`src/hdl/isd_pkg.sv`:
```
package isd_pkg;

    // fixed numbers of the detection rule
    localparam int unsigned GRAVITY_MG        = 1000;
    localparam int unsigned DEFAULT_WINDOW_MS = 200;
    localparam int unsigned GYRO_SCALE_SHIFT  = 4;    // gyro lsb is 1/16 dps

    // field widths
    localparam int unsigned AXIS_W      = 16;
    localparam int unsigned TIME_W      = 32;
    localparam int unsigned ACC_TH_W    = 12;
    localparam int unsigned GYRO_TH_W   = 11;
    localparam int unsigned WINDOW_W    = 16;
    localparam int unsigned CFG_DATA_W  = 16;
    localparam int unsigned CFG_IDX_W   = 3;

    // squared bounds and sums
    localparam int unsigned SQ_W        = 31;     // one axis squared, at most 2^30
    localparam int unsigned SUM_W       = 32;     // three axes squared
    localparam int unsigned ACC_SUM_W   = ACC_TH_W + 1;   // 1000 + threshold
    localparam int unsigned ACC_HI_SQ_W = 25;
    localparam int unsigned ACC_LO_W    = 10;
    localparam int unsigned ACC_LO_SQ_W = 20;
    localparam int unsigned GYRO_SQ_W   = 2 * GYRO_TH_W;

    // register reset values
    localparam int unsigned ACC_TH_RST  = 50;
    localparam int unsigned GYRO_TH_RST = 5;
    localparam int unsigned ACC_HI_SQ_RST = (GRAVITY_MG + ACC_TH_RST) * (GRAVITY_MG + ACC_TH_RST);
    localparam int unsigned ACC_LO_SQ_RST = (GRAVITY_MG - ACC_TH_RST) * (GRAVITY_MG - ACC_TH_RST);
    localparam int unsigned GYRO_SQ_RST   = GYRO_TH_RST * GYRO_TH_RST;

    // configuration register indexes
    typedef enum logic [CFG_IDX_W-1:0] {
        CFG_ENABLE       = 3'd0,
        CFG_INSTANT_ONLY = 3'd1,
        CFG_ACCEL_TH     = 3'd2,
        CFG_GYRO_TH      = 3'd3,
        CFG_WINDOW       = 3'd4
    } t_cfg_idx;

    typedef enum logic [1:0] {
        RES_DISABLED  = 2'd0,
        RES_NOT_MET   = 2'd1,
        RES_SATISFIED = 2'd2
    } t_result_code;

    typedef struct packed {
        logic signed [AXIS_W-1:0] accel_x;
        logic signed [AXIS_W-1:0] accel_y;
        logic signed [AXIS_W-1:0] accel_z;
        logic signed [AXIS_W-1:0] gyro_x;
        logic signed [AXIS_W-1:0] gyro_y;
        logic signed [AXIS_W-1:0] gyro_z;
        logic [TIME_W-1:0]        time_ms;
        logic                     restart;
    } t_imu_sample;

    typedef struct packed {
        t_result_code result_code;
        logic         is_still;
    } t_still_result;

endpackage

```
`src/hdl/isd_stream_if.sv`:
```
interface isd_stream_if #(
    parameter type T_PAYLOAD = logic
);
    logic     valid;
    logic     ready;
    T_PAYLOAD payload;

    modport source (
        output valid,
        output payload,
        input  ready
    );

    modport sink (
        input  valid,
        input  payload,
        output ready
    );
endinterface

```
`src/hdl/imu_stillness_detector_core.sv`:
```
// a request passes through the input register and then the result register before its result is valid
// one sample per cycle while the result side takes results; the squares, sums and bound compares sit in one stage
// a stalled result register holds the pipe; an empty input stage still fills while the result waits
// reset (synchronous, active low) empties both stages, stops the still timer and loads
// the register defaults: disabled, timed mode, 50 mg, 5 dps, 200 ms window
module imu_stillness_detector_core
    import isd_pkg::*;
(
    input  logic                  i_clk,
    input  logic                  i_rst_n,
    input  logic                  i_cfg_we,
    input  logic [CFG_IDX_W-1:0]  i_cfg_idx,
    input  logic [CFG_DATA_W-1:0] i_cfg_data,
    isd_stream_if.sink            i_sample,
    isd_stream_if.source          o_result
);

    // configuration, with the threshold bounds kept squared
    logic                   r_enable;
    logic                   r_instant;
    logic [WINDOW_W-1:0]    r_window;
    logic [ACC_HI_SQ_W-1:0] r_acc_hi_sq;
    logic [ACC_LO_SQ_W-1:0] r_acc_lo_sq;
    logic                   r_acc_wide;
    logic [GYRO_SQ_W-1:0]   r_gyro_sq;

    logic [ACC_TH_W-1:0]    w_acc_th;
    logic [ACC_SUM_W-1:0]   w_acc_hi;
    logic [ACC_LO_W-1:0]    w_acc_lo;
    logic [GYRO_TH_W-1:0]   w_gyro_th;
    logic [2*ACC_SUM_W-1:0] w_acc_hi_prod;
    logic [2*ACC_LO_W-1:0]  w_acc_lo_prod;
    logic [GYRO_SQ_W-1:0]   w_gyro_prod;

    assign w_acc_th      = i_cfg_data[ACC_TH_W-1:0];
    assign w_gyro_th     = i_cfg_data[GYRO_TH_W-1:0];
    assign w_acc_hi      = ACC_SUM_W'(GRAVITY_MG) + ACC_SUM_W'(w_acc_th);
    // only meaningful when the threshold does not exceed 1 g
    assign w_acc_lo      = ACC_LO_W'(GRAVITY_MG) - w_acc_th[ACC_LO_W-1:0];
    assign w_acc_hi_prod = w_acc_hi * w_acc_hi;
    assign w_acc_lo_prod = w_acc_lo * w_acc_lo;
    assign w_gyro_prod   = w_gyro_th * w_gyro_th;

    always_ff @(posedge i_clk) begin
        if (!i_rst_n) begin
            r_enable    <= 1'b0;
            r_instant   <= 1'b0;
            r_window    <= '0;
            r_acc_hi_sq <= ACC_HI_SQ_W'(ACC_HI_SQ_RST);
            r_acc_lo_sq <= ACC_LO_SQ_W'(ACC_LO_SQ_RST);
            r_acc_wide  <= 1'b0;
            r_gyro_sq   <= GYRO_SQ_W'(GYRO_SQ_RST);
        end else if (i_cfg_we) begin
            unique case (i_cfg_idx)
                CFG_ENABLE:       r_enable  <= i_cfg_data[0];
                CFG_INSTANT_ONLY: r_instant <= i_cfg_data[0];
                CFG_ACCEL_TH: begin
                    r_acc_hi_sq <= w_acc_hi_prod[ACC_HI_SQ_W-1:0];
                    r_acc_lo_sq <= w_acc_lo_prod;
                    r_acc_wide  <= (w_acc_th > ACC_TH_W'(GRAVITY_MG));
                end
                CFG_GYRO_TH:      r_gyro_sq <= w_gyro_prod;
                CFG_WINDOW:       r_window  <= i_cfg_data[WINDOW_W-1:0];
                default: ;
            endcase
        end
    end

    // pipeline control
    logic        r_a_valid;
    t_imu_sample r_a;
    logic        r_o_valid;
    t_still_result r_o;
    logic        w_en_o;
    logic        w_en_a;
    logic        w_adv;

    assign w_en_o          = !r_o_valid || o_result.ready;
    assign w_en_a          = !r_a_valid || w_en_o;
    assign w_adv           = r_a_valid && w_en_o;
    assign i_sample.ready  = w_en_a;
    assign o_result.valid  = r_o_valid;
    assign o_result.payload = r_o;

    always_ff @(posedge i_clk) begin
        if (!i_rst_n) begin
            r_a_valid <= 1'b0;
        end else if (w_en_a) begin
            r_a_valid <= i_sample.valid;
        end
    end

    always_ff @(posedge i_clk) begin
        if (w_en_a && i_sample.valid) begin
            r_a <= i_sample.payload;
        end
    end

    // instantaneous stillness
    logic signed [2*AXIS_W-1:0] w_prod [6];
    logic [SUM_W-1:0]           w_acc_sum;
    logic [SUM_W-1:0]           w_gyro_sum;
    logic                       w_acc_ok;
    logic                       w_gyro_ok;
    logic                       w_still;

    assign w_prod[0] = r_a.accel_x * r_a.accel_x;
    assign w_prod[1] = r_a.accel_y * r_a.accel_y;
    assign w_prod[2] = r_a.accel_z * r_a.accel_z;
    assign w_prod[3] = r_a.gyro_x * r_a.gyro_x;
    assign w_prod[4] = r_a.gyro_y * r_a.gyro_y;
    assign w_prod[5] = r_a.gyro_z * r_a.gyro_z;

    assign w_acc_sum  = SUM_W'(w_prod[0][SQ_W-1:0]) + SUM_W'(w_prod[1][SQ_W-1:0])
                      + SUM_W'(w_prod[2][SQ_W-1:0]);
    assign w_gyro_sum = SUM_W'(w_prod[3][SQ_W-1:0]) + SUM_W'(w_prod[4][SQ_W-1:0])
                      + SUM_W'(w_prod[5][SQ_W-1:0]);

    assign w_acc_ok  = (w_acc_sum < SUM_W'(r_acc_hi_sq))
                    && (r_acc_wide || (w_acc_sum > SUM_W'(r_acc_lo_sq)));
    // bound is (16 * th)^2 = th^2 * 256
    assign w_gyro_ok = (w_gyro_sum < SUM_W'({r_gyro_sq, {(2*GYRO_SCALE_SHIFT){1'b0}}}));
    assign w_still   = w_acc_ok && w_gyro_ok;

    // still timer
    logic              r_running;
    logic [TIME_W-1:0] r_start;
    logic              n_running;
    logic [TIME_W-1:0] n_start;
    logic              w_run0;
    logic [TIME_W-1:0] w_start0;
    logic [WINDOW_W-1:0] w_win;
    logic [TIME_W-1:0] w_elapsed;
    t_result_code      w_code;

    assign w_run0    = r_running && !r_a.restart;
    assign w_start0  = r_a.restart ? '0 : r_start;
    assign w_win     = (r_window != '0) ? r_window : WINDOW_W'(DEFAULT_WINDOW_MS);
    assign w_elapsed = r_a.time_ms - n_start;

    always_comb begin
        n_running = w_run0;
        n_start   = w_start0;
        w_code    = RES_NOT_MET;
        priority if (!r_enable) begin
            w_code = RES_DISABLED;
        end else if (r_instant) begin
            w_code = w_still ? RES_SATISFIED : RES_NOT_MET;
        end else if (w_still) begin
            n_running = 1'b1;
            // a new still run starts at this sample
            n_start   = w_run0 ? w_start0 : r_a.time_ms;
            w_code    = (w_elapsed >= TIME_W'(w_win)) ? RES_SATISFIED : RES_NOT_MET;
        end else begin
            n_running = 1'b0;
            n_start   = '0;
        end
    end

    always_ff @(posedge i_clk) begin
        if (!i_rst_n) begin
            r_running <= 1'b0;
            r_start   <= '0;
        end else if (w_adv) begin
            r_running <= n_running;
            r_start   <= n_start;
        end
    end

    always_ff @(posedge i_clk) begin
        if (!i_rst_n) begin
            r_o_valid <= 1'b0;
        end else if (w_en_o) begin
            r_o_valid <= r_a_valid;
        end
    end

    always_ff @(posedge i_clk) begin
        if (w_adv) begin
            r_o.result_code <= w_code;
            r_o.is_still    <= w_still;
        end
    end

    // checks
    a_disabled_code: assert property (@(posedge i_clk) disable iff (!i_rst_n)
        r_o_valid |-> ((r_o.result_code == RES_DISABLED) == !r_enable))
        else $error("result code disagrees with enable");

    a_satisfied_still: assert property (@(posedge i_clk) disable iff (!i_rst_n)
        (r_o_valid && r_o.result_code == RES_SATISFIED) |-> r_o.is_still)
        else $error("satisfied result on a moving sample");

    a_timer_idle_clear: assert property (@(posedge i_clk) disable iff (!i_rst_n)
        !r_running |-> (r_start == '0))
        else $error("stopped timer keeps a start time");

    a_no_stall_ready: assert property (@(posedge i_clk) disable iff (!i_rst_n)
        !r_o_valid |-> i_sample.ready)
        else $error("input stalled with empty result stage");

    a_restart_stops: assert property (@(posedge i_clk) disable iff (!i_rst_n)
        (w_adv && r_a.restart && (!r_enable || r_instant || !w_still)) |=> !r_running)
        else $error("restart left the timer running");

endmodule

```
`src/flat_wrapper.sv`:
```
// flat-port wrapper written by rule: the top's interface ports become plain ports
module imu_stillness_detector_core_flat import isd_pkg::*;
  (i_clk, i_rst_n, i_cfg_we, i_cfg_idx, i_cfg_data, i_sample_valid, i_sample_payload, i_sample_ready, o_result_valid, o_result_payload, o_result_ready);
  isd_stream_if #(.T_PAYLOAD(t_imu_sample)) i_sample_i ();
  isd_stream_if #(.T_PAYLOAD(t_still_result)) o_result_i ();
  input  logic i_clk;
  input  logic i_rst_n;
  input  logic i_cfg_we;
  input  logic [CFG_IDX_W-1:0] i_cfg_idx;
  input  logic [CFG_DATA_W-1:0] i_cfg_data;
  input wire logic [$bits(i_sample_i.valid)-1:0] i_sample_valid;
  input wire logic [$bits(i_sample_i.payload)-1:0] i_sample_payload;
  output wire logic [$bits(i_sample_i.ready)-1:0] i_sample_ready;
  output wire logic [$bits(o_result_i.valid)-1:0] o_result_valid;
  output wire logic [$bits(o_result_i.payload)-1:0] o_result_payload;
  input wire logic [$bits(o_result_i.ready)-1:0] o_result_ready;
  assign i_sample_i.valid = i_sample_valid;
  assign i_sample_i.payload = i_sample_payload;
  assign i_sample_ready = i_sample_i.ready;
  assign o_result_valid = o_result_i.valid;
  assign o_result_payload = o_result_i.payload;
  assign o_result_i.ready = o_result_ready;
  imu_stillness_detector_core u_core (.i_clk(i_clk), .i_rst_n(i_rst_n), .i_cfg_we(i_cfg_we), .i_cfg_idx(i_cfg_idx), .i_cfg_data(i_cfg_data), .i_sample(i_sample_i), .o_result(o_result_i));
endmodule
```
`config.mk`:
```
export PLATFORM = sky130hd
export DESIGN_NAME = imu_stillness_detector_core_flat
export DESIGN_NICKNAME = d
export VERILOG_FILES = /design/src/hdl/isd_pkg.sv /design/src/hdl/isd_stream_if.sv /design/src/hdl/imu_stillness_detector_core.sv /design/src/flat_wrapper.sv
export SDC_FILE = /design/constraint.sdc
export NUM_CORES = 2
export LEC_CHECK = 0
export BUFFER_PORTS_ARGS = -buffer_cell sky130_fd_sc_hd__buf_4
export CORE_MARGIN = 2
export CORE_UTILIZATION = 40
export DETAILED_ROUTE_END_ITERATION = 12
export PLACE_DENSITY = 0.57
export SLEW_MARGIN = 25
export SYNTH_ARGS = -nofsm -noshare
export SYNTH_HDL_FRONTEND = slang
export SYNTH_SLANG_ARGS = --single-unit
```
`constraint.sdc`:
```
create_clock -name i_clk -period 46 [get_ports i_clk]
set_input_delay 6.9 -clock i_clk [delete_from_list [all_inputs] [get_ports i_clk]]
set_output_delay 6.9 -clock i_clk [all_outputs]
set_load 0.1 [all_outputs]
```
==> impl_results.md <==
* GP Congestion at 0.875
* Post-synth ARST share at 0%
* Drt first pass iters at 5
* Post-synth cell types at 89
* Syn Inst Count at 8,670
* Final Hold Viols at 0
* Antenna cell count at 0
* Global-route wire length before repair at 324,000 um
* Post-DP HPWL at 166,000 um
* Largest net degree at the start of global routing at 52
* Fill cells at 19,400
* Post-route minimum period at 17.06 ns
* RSZ-0062 raised after global routing: no
* Cts bufs inserted at 38
* Antenna viol nets, final at 0
* Worst-case clock buffer depth at 3
* Sequential area share after synthesis at 7.98%
* Final core utilization at 43.0%
* CTS tree: done
* Yosys reg bits at 248
* Crit path to: u_core.o_result.payload[2]$_SDFFCE_PN0P_
* Relative slew margins at 28.8%
* WL/cell at 17.1 um
* Cell mode on critical path: fa_1
* Number of DRC markers in iteration 0 at 3,104
* HP Class: reg2reg
* Via count at 55,500
* Grt total ovfl at 0
* Critical Path End Type: flip-flop
* Hold_buf cts at 0
* Startpoint Class: flip-flop
* Crit-path slowest cell: edfxtp_1
* Post-cts sizing count at 0
* Clock Latency Late Sink at 0.66 ns
* Clock sink total at 248
* Starting Density at 40.3%
* Die area at 0.201 mm^2
* Clk_skew at 0.0358 ns
* Post-synth EDFFs at 132
* Final setup TNS at 0 ns
* Final net count at 11,300
* Max Cap Viol at 0
* Root Driver: clkbuf_16
* Final worst-path cycle share at 37.1%
* Critical Path AT at 17.44 ns
* Core Rows at 162
* Average via count per standard cell at 4.89
* H-tree depth at 2
* Cell Area, Synth at 0.0788 mm^2
* Post-synth top area cell: fa_1
* Die Wd at 448 um
* Synth top area share at 41.9%
* Postcts setup bufs at 0
* Port Buf Inserts at 157
* Area grow syn2layout at 6.54%
* Gr usage total at 20.3%
* Reg-to-reg setup timing slack at 28.94 ns
* R2r endpoint: u_core.o_result.payload[2]$_SDFFCE_PN0P_
* Placed cell count at 11,300
* Placeable Area at 0.195 mm^2
* Worst-margin pin slew at 1.07 ns
* Max Slew Vio Count at 0
* Chip Height at 448 um
* Syn_nets at 11,300
* Share of post-route cells with drive strength above 1 at 4.02%
* Top FF cell, synth: edfxtp_1
* Worst r2r src: u_core.r_a[78]$_DFFE_PP_
* Vias in the first global route at 60,500
* Worst r2r path cells at 62
* Fmax at 0.0586 GHz
* Avg Cell Area, Syn at 9.09 um^2
* Drt drc at 0
* Critical Path RT at 46.38 ns
* Fin cells at 11,300
* Critical setup path kind: reg2reg
* Warnings from Yosys at 0
* Setup violations, final at 0
* Critical Path Fanout Max at 31
* Outcome: finished, final reports clean
* Final Routed Wirelength at 194,000 um
* Origin of the worst setup path: u_core.r_a[78]$_DFFE_PP_
* Peak per-stage delay on the critical path at 0.85 ns
* I/O pins at 158
* Antenna violations before repair at 0
* Top cells by area, synth: fa_1, ha_1, inv_1
* CTS clk-pin slew, worst paths at 0.06 ns
-- stage by stage --
stage | setup WS [ns] | hold WS [ns] | area, um^2
6_report | 28.94 | 0.451 | 83900
5_1_grt | 27.70 | 0.471 | 83900
4_1_cts | 28.98 | 0.453 | 83900
3_5_place_dp | 29.10 | 0.446 | 82600
3_3_place_gp | 29.25 | 0.443 | 82600
2_1_floorplan | 31.27 | 0.430 | 78800
-- final cells by class --
| class | count | area, um^2 | share of cell area, % |
|---|---|---|---|
| clock buffers | 50 | 1070 | 1.27 |
| repair buffers | 186 | 1400 | 1.66 |
| inverters | 2478 | 9300 | 11.1 |
| clock inverters | 19 | 246 | 0.294 |
| well taps | 2624 | 3280 | 3.91 |
| flip-flops and latches | 248 | 6290 | 7.49 |
| multi-input cells | 5730 | 62400 | 74.3 |
-- layer usage --
metal / vias up / part of all wire (%) / global-route usage (%)
met1: 28100 / 46 / 28.2
met2: 942 / 49 / 34.6
met5: - / 0 / 0
met4: 0 / 1.9 / 3.94
li1: 26200 / - / -
met3: 148 / 3.7 / 1.88
-- layout by cell type, fill, tap and decap left out, types with 126 or more instances in the layout --
cell type  instances
ha_1             842
inv_1           2470
buf_4            186
a21oi_1          288
nor2_1           384
fa_1            1649
xor2_1           126
edfxtp_1         132
o21ai_0          150
xnor2_1          255
and2_1           298
nand2_1          781
-- critical path, delay by kind of cell (launching register included) --
kind,cells,cell delay [ns]
adder cells (fa/ha/maj),13,5.24
AND/OR/NAND/NOR,18,3.98
flip-flops,1,0.85
XOR/XNOR,2,0.29
AO/OA/AOI/OAI,22,5.39
buffers and inverters,7,0.99
-- state kept, by name, summed over array words and instances, names as in the netlist --
signal / cells
u_core.r_acc_hi_sq: 22
u_core.r_enable: 1
u_core.r_gyro_sq: 21
u_core.r_running: 1
u_core.r_a_valid: 1
u_core.r_window: 16
u_core.r_acc_wide: 1
u_core.r_acc_lo_sq: 19
u_core.r_a: 129
u_core.r_start: 32
u_core.o_result.payload: 3
u_core.r_instant: 1
u_core.o_result.valid: 1
-- worst min path at each step --
stage	startpoint	to	slack [ns]	depth (start not counted)
global route	u_core.r_acc_hi_sq[4]$_SDFFE_PN0P_	u_core.r_acc_hi_sq[4]$_SDFFE_PN0P_	0.47	2
detailed placement	u_core.r_start[0]$_SDFFE_PN0P_	u_core.r_start[0]$_SDFFE_PN0P_	0.45	2
CTS	u_core.r_start[0]$_SDFFE_PN0P_	u_core.r_start[0]$_SDFFE_PN0P_	0.45	2
finish	u_core.r_start[0]$_SDFFE_PN0P_	u_core.r_start[0]$_SDFFE_PN0P_	0.45	2
global placement	u_core.r_acc_hi_sq[8]$_SDFFE_PN0P_	u_core.r_acc_hi_sq[8]$_SDFFE_PN0P_	0.44	2
floorplan	u_core.r_start[0]$_SDFFE_PN0P_	u_core.r_start[0]$_SDFFE_PN0P_	0.43	2
-- cells by family (layout without fill, tap and decap cells) --
logic type	after synthesis	in the layout	share of synthesized area, %
buf+inv	2692	2733	12.9
flops	248	248	7.98
fa+ha+maj	2491	2491	55.3
xor+xnor	381	381	4.24
simple gates	1874	1874	11.1
compound gates	970	970	8.38
mux	13	13	0.181
other cells	1	1	0.00476
-- Yosys cell counts (18+ instances only) --
cell type and number:
a211oi_1 42, a21o_1 104, a21oi_1 288, a22oi_2 30
a31o_2 18, a31oi_1 31, and2_1 300, and3_1 39
clkbuf_1 198, dfxtp_1 116, edfxtp_1 132, fa_1 1649
ha_1 842, inv_1 2471, nand2_1 781, nand2b_1 74
nand3_1 69, nand4_1 19, nor2_1 384, nor2b_1 39
nor3_1 66, o211ai_1 31, o21a_1 37, o21ai_0 150
o21bai_1 35, o2bb2ai_1 32, o31ai_1 20, or2_2 27
xnor2_1 255, xor2_1 126
Power is not shown: default switching activity piles up to over one toggle a cycle in this logic, so the estimate is an artifact.
